===== src/sv/rrdes_pkg.sv =====
// Package of DES tables, round count and helper functions for the reduced-round cipher.
`default_nettype none
package rrdes_pkg;

   localparam int NUM_ROUNDS = 4;

   localparam logic CSR_CIPHER_KEY   = 1'b0;
   localparam logic CSR_DECRYPT_MODE = 1'b1;

   localparam logic [7:0] IP_TAB [64] = '{
      58,50,42,34,26,18,10,2, 60,52,44,36,28,20,12,4,
      62,54,46,38,30,22,14,6, 64,56,48,40,32,24,16,8,
      57,49,41,33,25,17,9,1,  59,51,43,35,27,19,11,3,
      61,53,45,37,29,21,13,5, 63,55,47,39,31,23,15,7};
   localparam logic [7:0] FP_TAB [64] = '{
      40,8,48,16,56,24,64,32, 39,7,47,15,55,23,63,31,
      38,6,46,14,54,22,62,30, 37,5,45,13,53,21,61,29,
      36,4,44,12,52,20,60,28, 35,3,43,11,51,19,59,27,
      34,2,42,10,50,18,58,26, 33,1,41,9,49,17,57,25};
   localparam logic [7:0] E_TAB [48] = '{
      32,1,2,3,4,5, 4,5,6,7,8,9, 8,9,10,11,12,13, 12,13,14,15,16,17,
      16,17,18,19,20,21, 20,21,22,23,24,25, 24,25,26,27,28,29, 28,29,30,31,32,1};
   localparam logic [7:0] P_TAB [32] = '{
      16,7,20,21,29,12,28,17, 1,15,23,26,5,18,31,10,
      2,8,24,14,32,27,3,9, 19,13,30,6,22,11,4,25};
   localparam logic [7:0] PC1_TAB [56] = '{
      57,49,41,33,25,17,9, 1,58,50,42,34,26,18,
      10,2,59,51,43,35,27, 19,11,3,60,52,44,36,
      63,55,47,39,31,23,15, 7,62,54,46,38,30,22,
      14,6,61,53,45,37,29, 21,13,5,28,20,12,4};
   localparam logic [7:0] PC2_TAB [48] = '{
      14,17,11,24,1,5, 3,28,15,6,21,10, 23,19,12,4,26,8, 16,7,27,20,13,2,
      41,52,31,37,47,55, 30,40,51,45,33,48, 44,49,39,56,34,53, 46,42,50,36,29,32};
   localparam logic [7:0] ROT_TAB [16] = '{1,2,4,6,8,10,12,14,15,17,19,21,23,25,27,28};
   localparam logic [3:0] S_TAB [8][64] = '{
      '{14,4,13,1,2,15,11,8,3,10,6,12,5,9,0,7, 0,15,7,4,14,2,13,1,10,6,12,11,9,5,3,8,
        4,1,14,8,13,6,2,11,15,12,9,7,3,10,5,0, 15,12,8,2,4,9,1,7,5,11,3,14,10,0,6,13},
      '{15,1,8,14,6,11,3,4,9,7,2,13,12,0,5,10, 3,13,4,7,15,2,8,14,12,0,1,10,6,9,11,5,
        0,14,7,11,10,4,13,1,5,8,12,6,9,3,2,15, 13,8,10,1,3,15,4,2,11,6,7,12,0,5,14,9},
      '{10,0,9,14,6,3,15,5,1,13,12,7,11,4,2,8, 13,7,0,9,3,4,6,10,2,8,5,14,12,11,15,1,
        13,6,4,9,8,15,3,0,11,1,2,12,5,10,14,7, 1,10,13,0,6,9,8,7,4,15,14,3,11,5,2,12},
      '{7,13,14,3,0,6,9,10,1,2,8,5,11,12,4,15, 13,8,11,5,6,15,0,3,4,7,2,12,1,10,14,9,
        10,6,9,0,12,11,7,13,15,1,3,14,5,2,8,4, 3,15,0,6,10,1,13,8,9,4,5,11,12,7,2,14},
      '{2,12,4,1,7,10,11,6,8,5,3,15,13,0,14,9, 14,11,2,12,4,7,13,1,5,0,15,10,3,9,8,6,
        4,2,1,11,10,13,7,8,15,9,12,5,6,3,0,14, 11,8,12,7,1,14,2,13,6,15,0,9,10,4,5,3},
      '{12,1,10,15,9,2,6,8,0,13,3,4,14,7,5,11, 10,15,4,2,7,12,9,5,6,1,13,14,0,11,3,8,
        9,14,15,5,2,8,12,3,7,0,4,10,1,13,11,6, 4,3,2,12,9,5,15,10,11,14,1,7,6,0,8,13},
      '{4,11,2,14,15,0,8,13,3,12,9,7,5,10,6,1, 13,0,11,7,4,9,1,10,14,3,5,12,2,15,8,6,
        1,4,11,13,12,3,7,14,10,15,6,8,0,5,9,2, 6,11,13,8,1,4,10,7,9,5,0,15,14,2,3,12},
      '{13,2,8,4,6,15,11,1,10,9,3,14,5,0,12,7, 1,15,13,8,10,3,7,4,12,5,6,11,0,14,9,2,
        7,11,4,1,9,12,14,2,0,6,10,13,15,3,5,8, 2,1,14,7,4,10,8,13,15,12,9,0,3,5,6,11}};

   function automatic logic [63:0] ip_perm(input logic [63:0] v);
      logic [63:0] o;
      for (int i = 0; i < 64; i++) o[63-i] = v[64-int'(IP_TAB[i])];
      return o;
   endfunction

   function automatic logic [63:0] fp_perm(input logic [63:0] v);
      logic [63:0] o;
      for (int i = 0; i < 64; i++) o[63-i] = v[64-int'(FP_TAB[i])];
      return o;
   endfunction

   function automatic logic [55:0] pc1_perm(input logic [63:0] v);
      logic [55:0] o;
      for (int i = 0; i < 56; i++) o[55-i] = v[64-int'(PC1_TAB[i])];
      return o;
   endfunction

   function automatic logic [27:0] rot28(input logic [27:0] v, input int s);
      logic [27:0] o;
      for (int i = 0; i < 28; i++) o[(i + (s % 28)) % 28] = v[i];
      return o;
   endfunction

   // Subkey of a round: cumulative rotation of C and D, then PC-2.
   function automatic logic [47:0] subkey(input logic [55:0] cd, input int r);
      logic [55:0] t;
      logic [47:0] o;
      t = {rot28(cd[55:28], int'(ROT_TAB[r % 16])), rot28(cd[27:0], int'(ROT_TAB[r % 16]))};
      for (int i = 0; i < 48; i++) o[47-i] = t[56-int'(PC2_TAB[i])];
      return o;
   endfunction

   function automatic logic [31:0] feistel(input logic [31:0] r, input logic [47:0] k);
      logic [47:0] x;
      logic [31:0] s;
      logic [31:0] o;
      logic [5:0]  g;
      for (int i = 0; i < 48; i++) x[47-i] = r[32-int'(E_TAB[i])];
      x = x ^ k;
      for (int j = 0; j < 8; j++) begin
         g = x[47-6*j -: 6];
         s[31-4*j -: 4] = S_TAB[j][{g[5], g[0], g[4:1]}];
      end
      for (int i = 0; i < 32; i++) o[31-i] = s[32-int'(P_TAB[i])];
      return o;
   endfunction

endpackage
`default_nettype wire


===== src/sv/reduced_round_des_cipher_unit.sv =====
// Top level of the reduced-round DES cipher: key schedule registers and round pipeline.
// Throughput: one block per cycle; each round is one register stage, with IP and
// IP inverse in stages of their own. A stalled response freezes the whole pipeline.
// Reset (synchronous, active high) clears all valid bits, the key to zero and the
// mode to encrypt; the subkey registers are reloaded with the all-zero key subkeys.
`default_nettype none
module reduced_round_des_cipher_unit (
   input  wire logic        clock,
   input  wire logic        reset,
   input  wire logic        req_tvalid,
   output logic             req_tready,
   input  wire logic [63:0] req_tdata,   // block_in
   output logic             rsp_tvalid,
   input  wire logic        rsp_tready,
   output logic [63:0]      rsp_tdata,   // block_out
   input  wire logic        csr_valid,
   output logic             csr_ready,
   input  wire logic        csr_index,
   input  wire logic [63:0] csr_data
);

   localparam int NR = rrdes_pkg::NUM_ROUNDS;
   localparam int NS = NR + 2;

   // Subkeys are stored already in the order the rounds use them.
   logic [47:0] key_ff [NR];
   logic [47:0] key_in [NR];
   logic [47:0] enc_key [NR];
   logic [55:0] cd;
   logic        dec_ff;
   logic [63:0] cipher_key_ff;
   logic        csr_write;

   assign csr_ready = 1'b1;
   assign csr_write = csr_valid & csr_ready;

   // The schedule is registered in the cycle after any key or mode write.
   assign cd = rrdes_pkg::pc1_perm(cipher_key_ff);
   always_comb begin
      for (int r = 0; r < NR; r++) enc_key[r] = rrdes_pkg::subkey(cd, r);
      for (int r = 0; r < NR; r++) key_in[r] = dec_ff ? enc_key[NR-1-r] : enc_key[r];
   end

   always_ff @(posedge clock) begin
      if (reset) begin
         cipher_key_ff <= '0;
         dec_ff        <= 1'b0;
      end else if (csr_write) begin
         if (csr_index == rrdes_pkg::CSR_CIPHER_KEY) cipher_key_ff <= csr_data;
         if (csr_index == rrdes_pkg::CSR_DECRYPT_MODE) dec_ff <= csr_data[0];
      end
   end

   always_ff @(posedge clock) begin
      for (int r = 0; r < NR; r++) key_ff[r] <= key_in[r];
   end

   // Stage 0 holds IP output, stages 1..NR hold round outputs, stage NR+1 the result.
   logic [NS-1:0] vld_ff;
   logic [63:0]   dat_ff [NS];
   logic          adv;

   assign adv        = rsp_tready | ~vld_ff[NS-1];
   assign req_tready = adv;
   assign rsp_tvalid = vld_ff[NS-1];
   assign rsp_tdata  = dat_ff[NS-1];

   always_ff @(posedge clock) begin
      if (reset) begin
         vld_ff <= '0;
      end else if (adv) begin
         vld_ff <= {vld_ff[NS-2:0], req_tvalid};
      end
   end

   always_ff @(posedge clock) begin
      if (adv) begin
         dat_ff[0] <= rrdes_pkg::ip_perm(req_tdata);
         for (int r = 0; r < NR; r++) begin
            dat_ff[r+1] <= {dat_ff[r][31:0],
               dat_ff[r][63:32] ^ rrdes_pkg::feistel(dat_ff[r][31:0], key_ff[r])};
         end
         dat_ff[NS-1] <= rrdes_pkg::fp_perm({dat_ff[NR][31:0], dat_ff[NR][63:32]});
      end
   end

endmodule
`default_nettype wire


===== config.mk =====
export PLATFORM = sky130hd
export DESIGN_NAME = reduced_round_des_cipher_unit
export DESIGN_NICKNAME = d
export VERILOG_FILES = /design/src/sv/rrdes_pkg.sv /design/src/sv/reduced_round_des_cipher_unit.sv
export SDC_FILE = /design/constraint.sdc
export NUM_CORES = 2
export LEC_CHECK = 0
export BUFFER_PORTS_ARGS = -buffer_cell sky130_fd_sc_hd__buf_2
export CAP_MARGIN = 20
export CORE_MARGIN = 1
export CORE_UTILIZATION = 55
export CTS_CLUSTER_SIZE = 8
export DETAILED_ROUTE_END_ITERATION = 10
export GPL_ROUTABILITY_DRIVEN = 0
export PLACE_DENSITY = 0.72
export SYNTH_ARGS = -nofsm -noshare
export SYNTH_HDL_FRONTEND = slang
export SYNTH_SLANG_ARGS = --single-unit

===== constraint.sdc =====
create_clock -name clock -period 19.1 [get_ports clock]
set_input_delay 3.82 -clock clock [delete_from_list [all_inputs] [get_ports clock]]
set_output_delay 3.82 -clock clock [all_outputs]
set_load 0.005 [all_outputs]

==> impl_results.md <==
- Status: complete, no violations
- Die Wd: 273 um
- CTS Buf Count: 91
- RSZ-0062 raised after global routing: no
- Die Ht: around 270 um
- Wire per inst: about 21 um
- Commonest cells in the netlist: nand2_1, edfxtp_1, xnor2_1, dfxtp_1, ha_1
- Number of synthesized flops with an enable pin: about 380
- Htree depth: 3
- IO Pins: 201
- Register area share after synthesis: 0.413
- DR iter-0 viols: approximately 4.2k
- Hold Crit Class: reg -> reg
- Site row count: 98
- Synth top area share: 0.286
- P per Cell Area: around 180 nW/um2
- Clk sinks: roughly 640
- Total number of vias: between 30k and 40k
- NumNets Final: roughly 4.6k
- Post-Route Setup TNS: 0 ns
- Storage cell area: between 15000 and 20000 um2
- Antenna Nets Post-Route: 0
- Count leader, synth: nand2_1
- Hold-fix buffers at CTS: 0
- Post-Syn Instances: 4032
- Die Area: 74300 um2
- Count of cell types in the netlist: ~70
- Critical Path Stages: 4
- Top Layer Used: met5
- CTS Buffer Depth: 3
- Worst Setup EP: req_tready
- Initial core utilization: 0.559
- Critical path's most frequent cell: buf_2
- Final cycle utilization of the critical path: 0.465
- Synth top area cells: edfxtp_1, dfxtp_1, ha_1, xnor2_1, nand2_1
- Final setup viols: 0
- Family with the most delay on the worst path: buffers and inverters
- First-pass GRT wire length: between 150000 and 200000 um
- Leak: roughly 19 nW
- Hpwl dp: between 80000 and 90000 um
- Avg Cell Area, Syn: around 10 um2
- CTS tree: done
- Routed wl met2: between 40000 and 50000 um
- Drt total wl: ~110000 um
- CP Class: in -> out
- Clock Latency Late Sink: roughly 0.67 ns
- Max stage delay cell, worst path: nor2b_1
- Reg clk slew, reported paths: about 0.05 ns
- Worst-path cell chain: buf_2, nor2b_1, inv_8, buf_2
- Number of global-route vias before repair: approximately 29k
- Synthesized cell area: approximately 40000 um2
- Root Driver: clkbuf_16
- Peak VDD IR: between 0.00008 and 0.00009 V
- CP required: roughly 15 ns
- Synth Register Bits: between 600 and 700
- Vias per std cell: between 6 and 7
- # port buffers: ~190
- Fin. Hold Viols: 0
- Wire length on met1: approximately 47000 um
- Buffer and inverter count on the worst path: 3
- Reg-to-Reg End: dat_ff[3][14]
- Met3 WL: approximately 11000 um
- Async S/R FF share, synth: 0
- Fillers: between 5k and 6k
- Gr usage total: 0.296
- Residual DRC count: 0
- Startpoint Class: input pin
- Endpoint class of the critical path: output port
- Initial antenna violation count: 8
- Post-Syn Nets: between 4k and 5k
- Post-CTS sizing: 0
- Top_reg_cell synth: edfxtp_1
- R2R depth: 7
- R2r startpoint: dat_ff[2][24]
- CP arrival: 5.06 ns
- Gr ovfl total: 0
- Setup Fix Bufs, Post-CTS: 0
- Share of cells above drive strength 1: 0.123
- Synth warn: 0
- Placement Setup Slack: 10.21 ns
- Setup slack, reg-to-reg: around 15 ns
- Worst Max-Slew Pin Slew: ~1.1 ns
- Maximum clock frequency: approximately 110 MHz
- Worst setup path start: rsp_tready
- Core ar.: ~72000 um2
- Max-Cap Viols: 0
- Multi-input logic area: about 22000 um2
- CP max stage delay: 0.60 ns
- Leading area contributor after synthesis: edfxtp_1
- Worst setup margin: between 10 and 15 ns
- Critical Path Fanout Max: 45
- Slew HR: 0.231
- Largest net degree at the start of global routing: 157
- Clk_skew: 0.0416 ns
- First-pass DRT Iterations: 8
- Crit path time final: 8.88 ns
- Layout area overhead: 11.9%
- Max-slew violation count: 0
[placed cells by master (no fill, tap or decap), types with 16 or more instances in the layout]
master,n
clkbuf_16,92
edfxtp_1,384
o311ai_0,24
nand3_1,71
mux4_2,97
buf_4,91
clkbuf_1,65
inv_1,124
buf_2,192
o2111ai_1,19
a2111oi_0,38
dfxtp_1,254
o22ai_1,16
o211ai_1,105
mux2i_1,129
nor3_1,113
nand2_1,593
nand2b_1,65
xnor2_1,262
o221ai_1,29
a21oi_1,239
xor2_1,228
nor2_1,235
o31ai_1,26
a31oi_1,55
a211oi_1,88
o21ai_0,155
ha_1,248
[cell families after synthesis]
logic type / synth area share
xor+xnor: 0.115
compound gates: 0.152
buf+inv: 0.0329
fa+ha+maj: 0.0771
other cells: 0.0000932
flops: 0.413
simple gates: 0.120
mux: 0.0895
[flip-flops by register name, indices dropped and copies added (netlist names)]
register,cells
cipher_key_ff,56
vld_ff,6
dec_ff,1
key_ff,192
dat_ff,384
[metrics by stage]
stage | util | cells | area [um2] | hold slack (ns) | total power [mW]
finish | 0.625 | 5230 | 45000 | 0.403 | 8.12
global route | 0.625 | 5229 | 45000 | 0.418 | 8.62
CTS | 0.624 | 5217 | 44900 | 0.411 | 8.04
detailed placement | 0.587 | 5050 | 42200 | 0.405 | 6.50
global placement | 0.587 | 5048 | 42200 | 0.401 | 6.41
floorplan | - | 4032 | 40200 | 0.400 | 5.42
[metal layers]
| metal | GRT usage | vias to the layer above |
|---|---|---|
| li1 | - | 15019 |
| met1 | 0.415 | 15332 |
| met4 | 0.153 | 8 |
| met3 | 0.0556 | 277 |
| met5 | 0 | - |
| met2 | 0.434 | 1717 |
[where the power goes]
part	internal, mW	total, mW	switching, mW
logic	1.81	4.26	2.45
registers	1.98	2.33	0.355
clock network	0.906	1.52	0.618
total	4.69	8.12	3.42
[area by class of cell]
| type | count | share of cell area |
|---|---|---|
| diodes | 1 | 0.0000556 |
| clock buffers | 158 | 0.0569 |
| clock inverters | 9 | 0.00295 |
| inverters | 137 | 0.0116 |
| multi-input cells | 3052 | 0.496 |
| flip-flops and latches | 639 | 0.370 |
| well taps | 950 | 0.0264 |
| repair buffers | 284 | 0.0370 |
[worst min path at each step]
stage          cells past startpoint             to     startpoint  slack, ns
3_3_place_gp                       0  dat_ff[5][63]  dat_ff[4][56]       0.40
4_1_cts                            0  dat_ff[5][21]  dat_ff[4][53]       0.41
6_report                           0  dat_ff[5][42]  dat_ff[4][10]       0.40
3_5_place_dp                       0  dat_ff[5][15]  dat_ff[4][62]       0.40
5_1_grt                            0  dat_ff[5][21]  dat_ff[4][53]       0.42
2_1_floorplan                      0   dat_ff[5][0]   dat_ff[4][7]       0.40
Power figures use the tool's default switching activity.
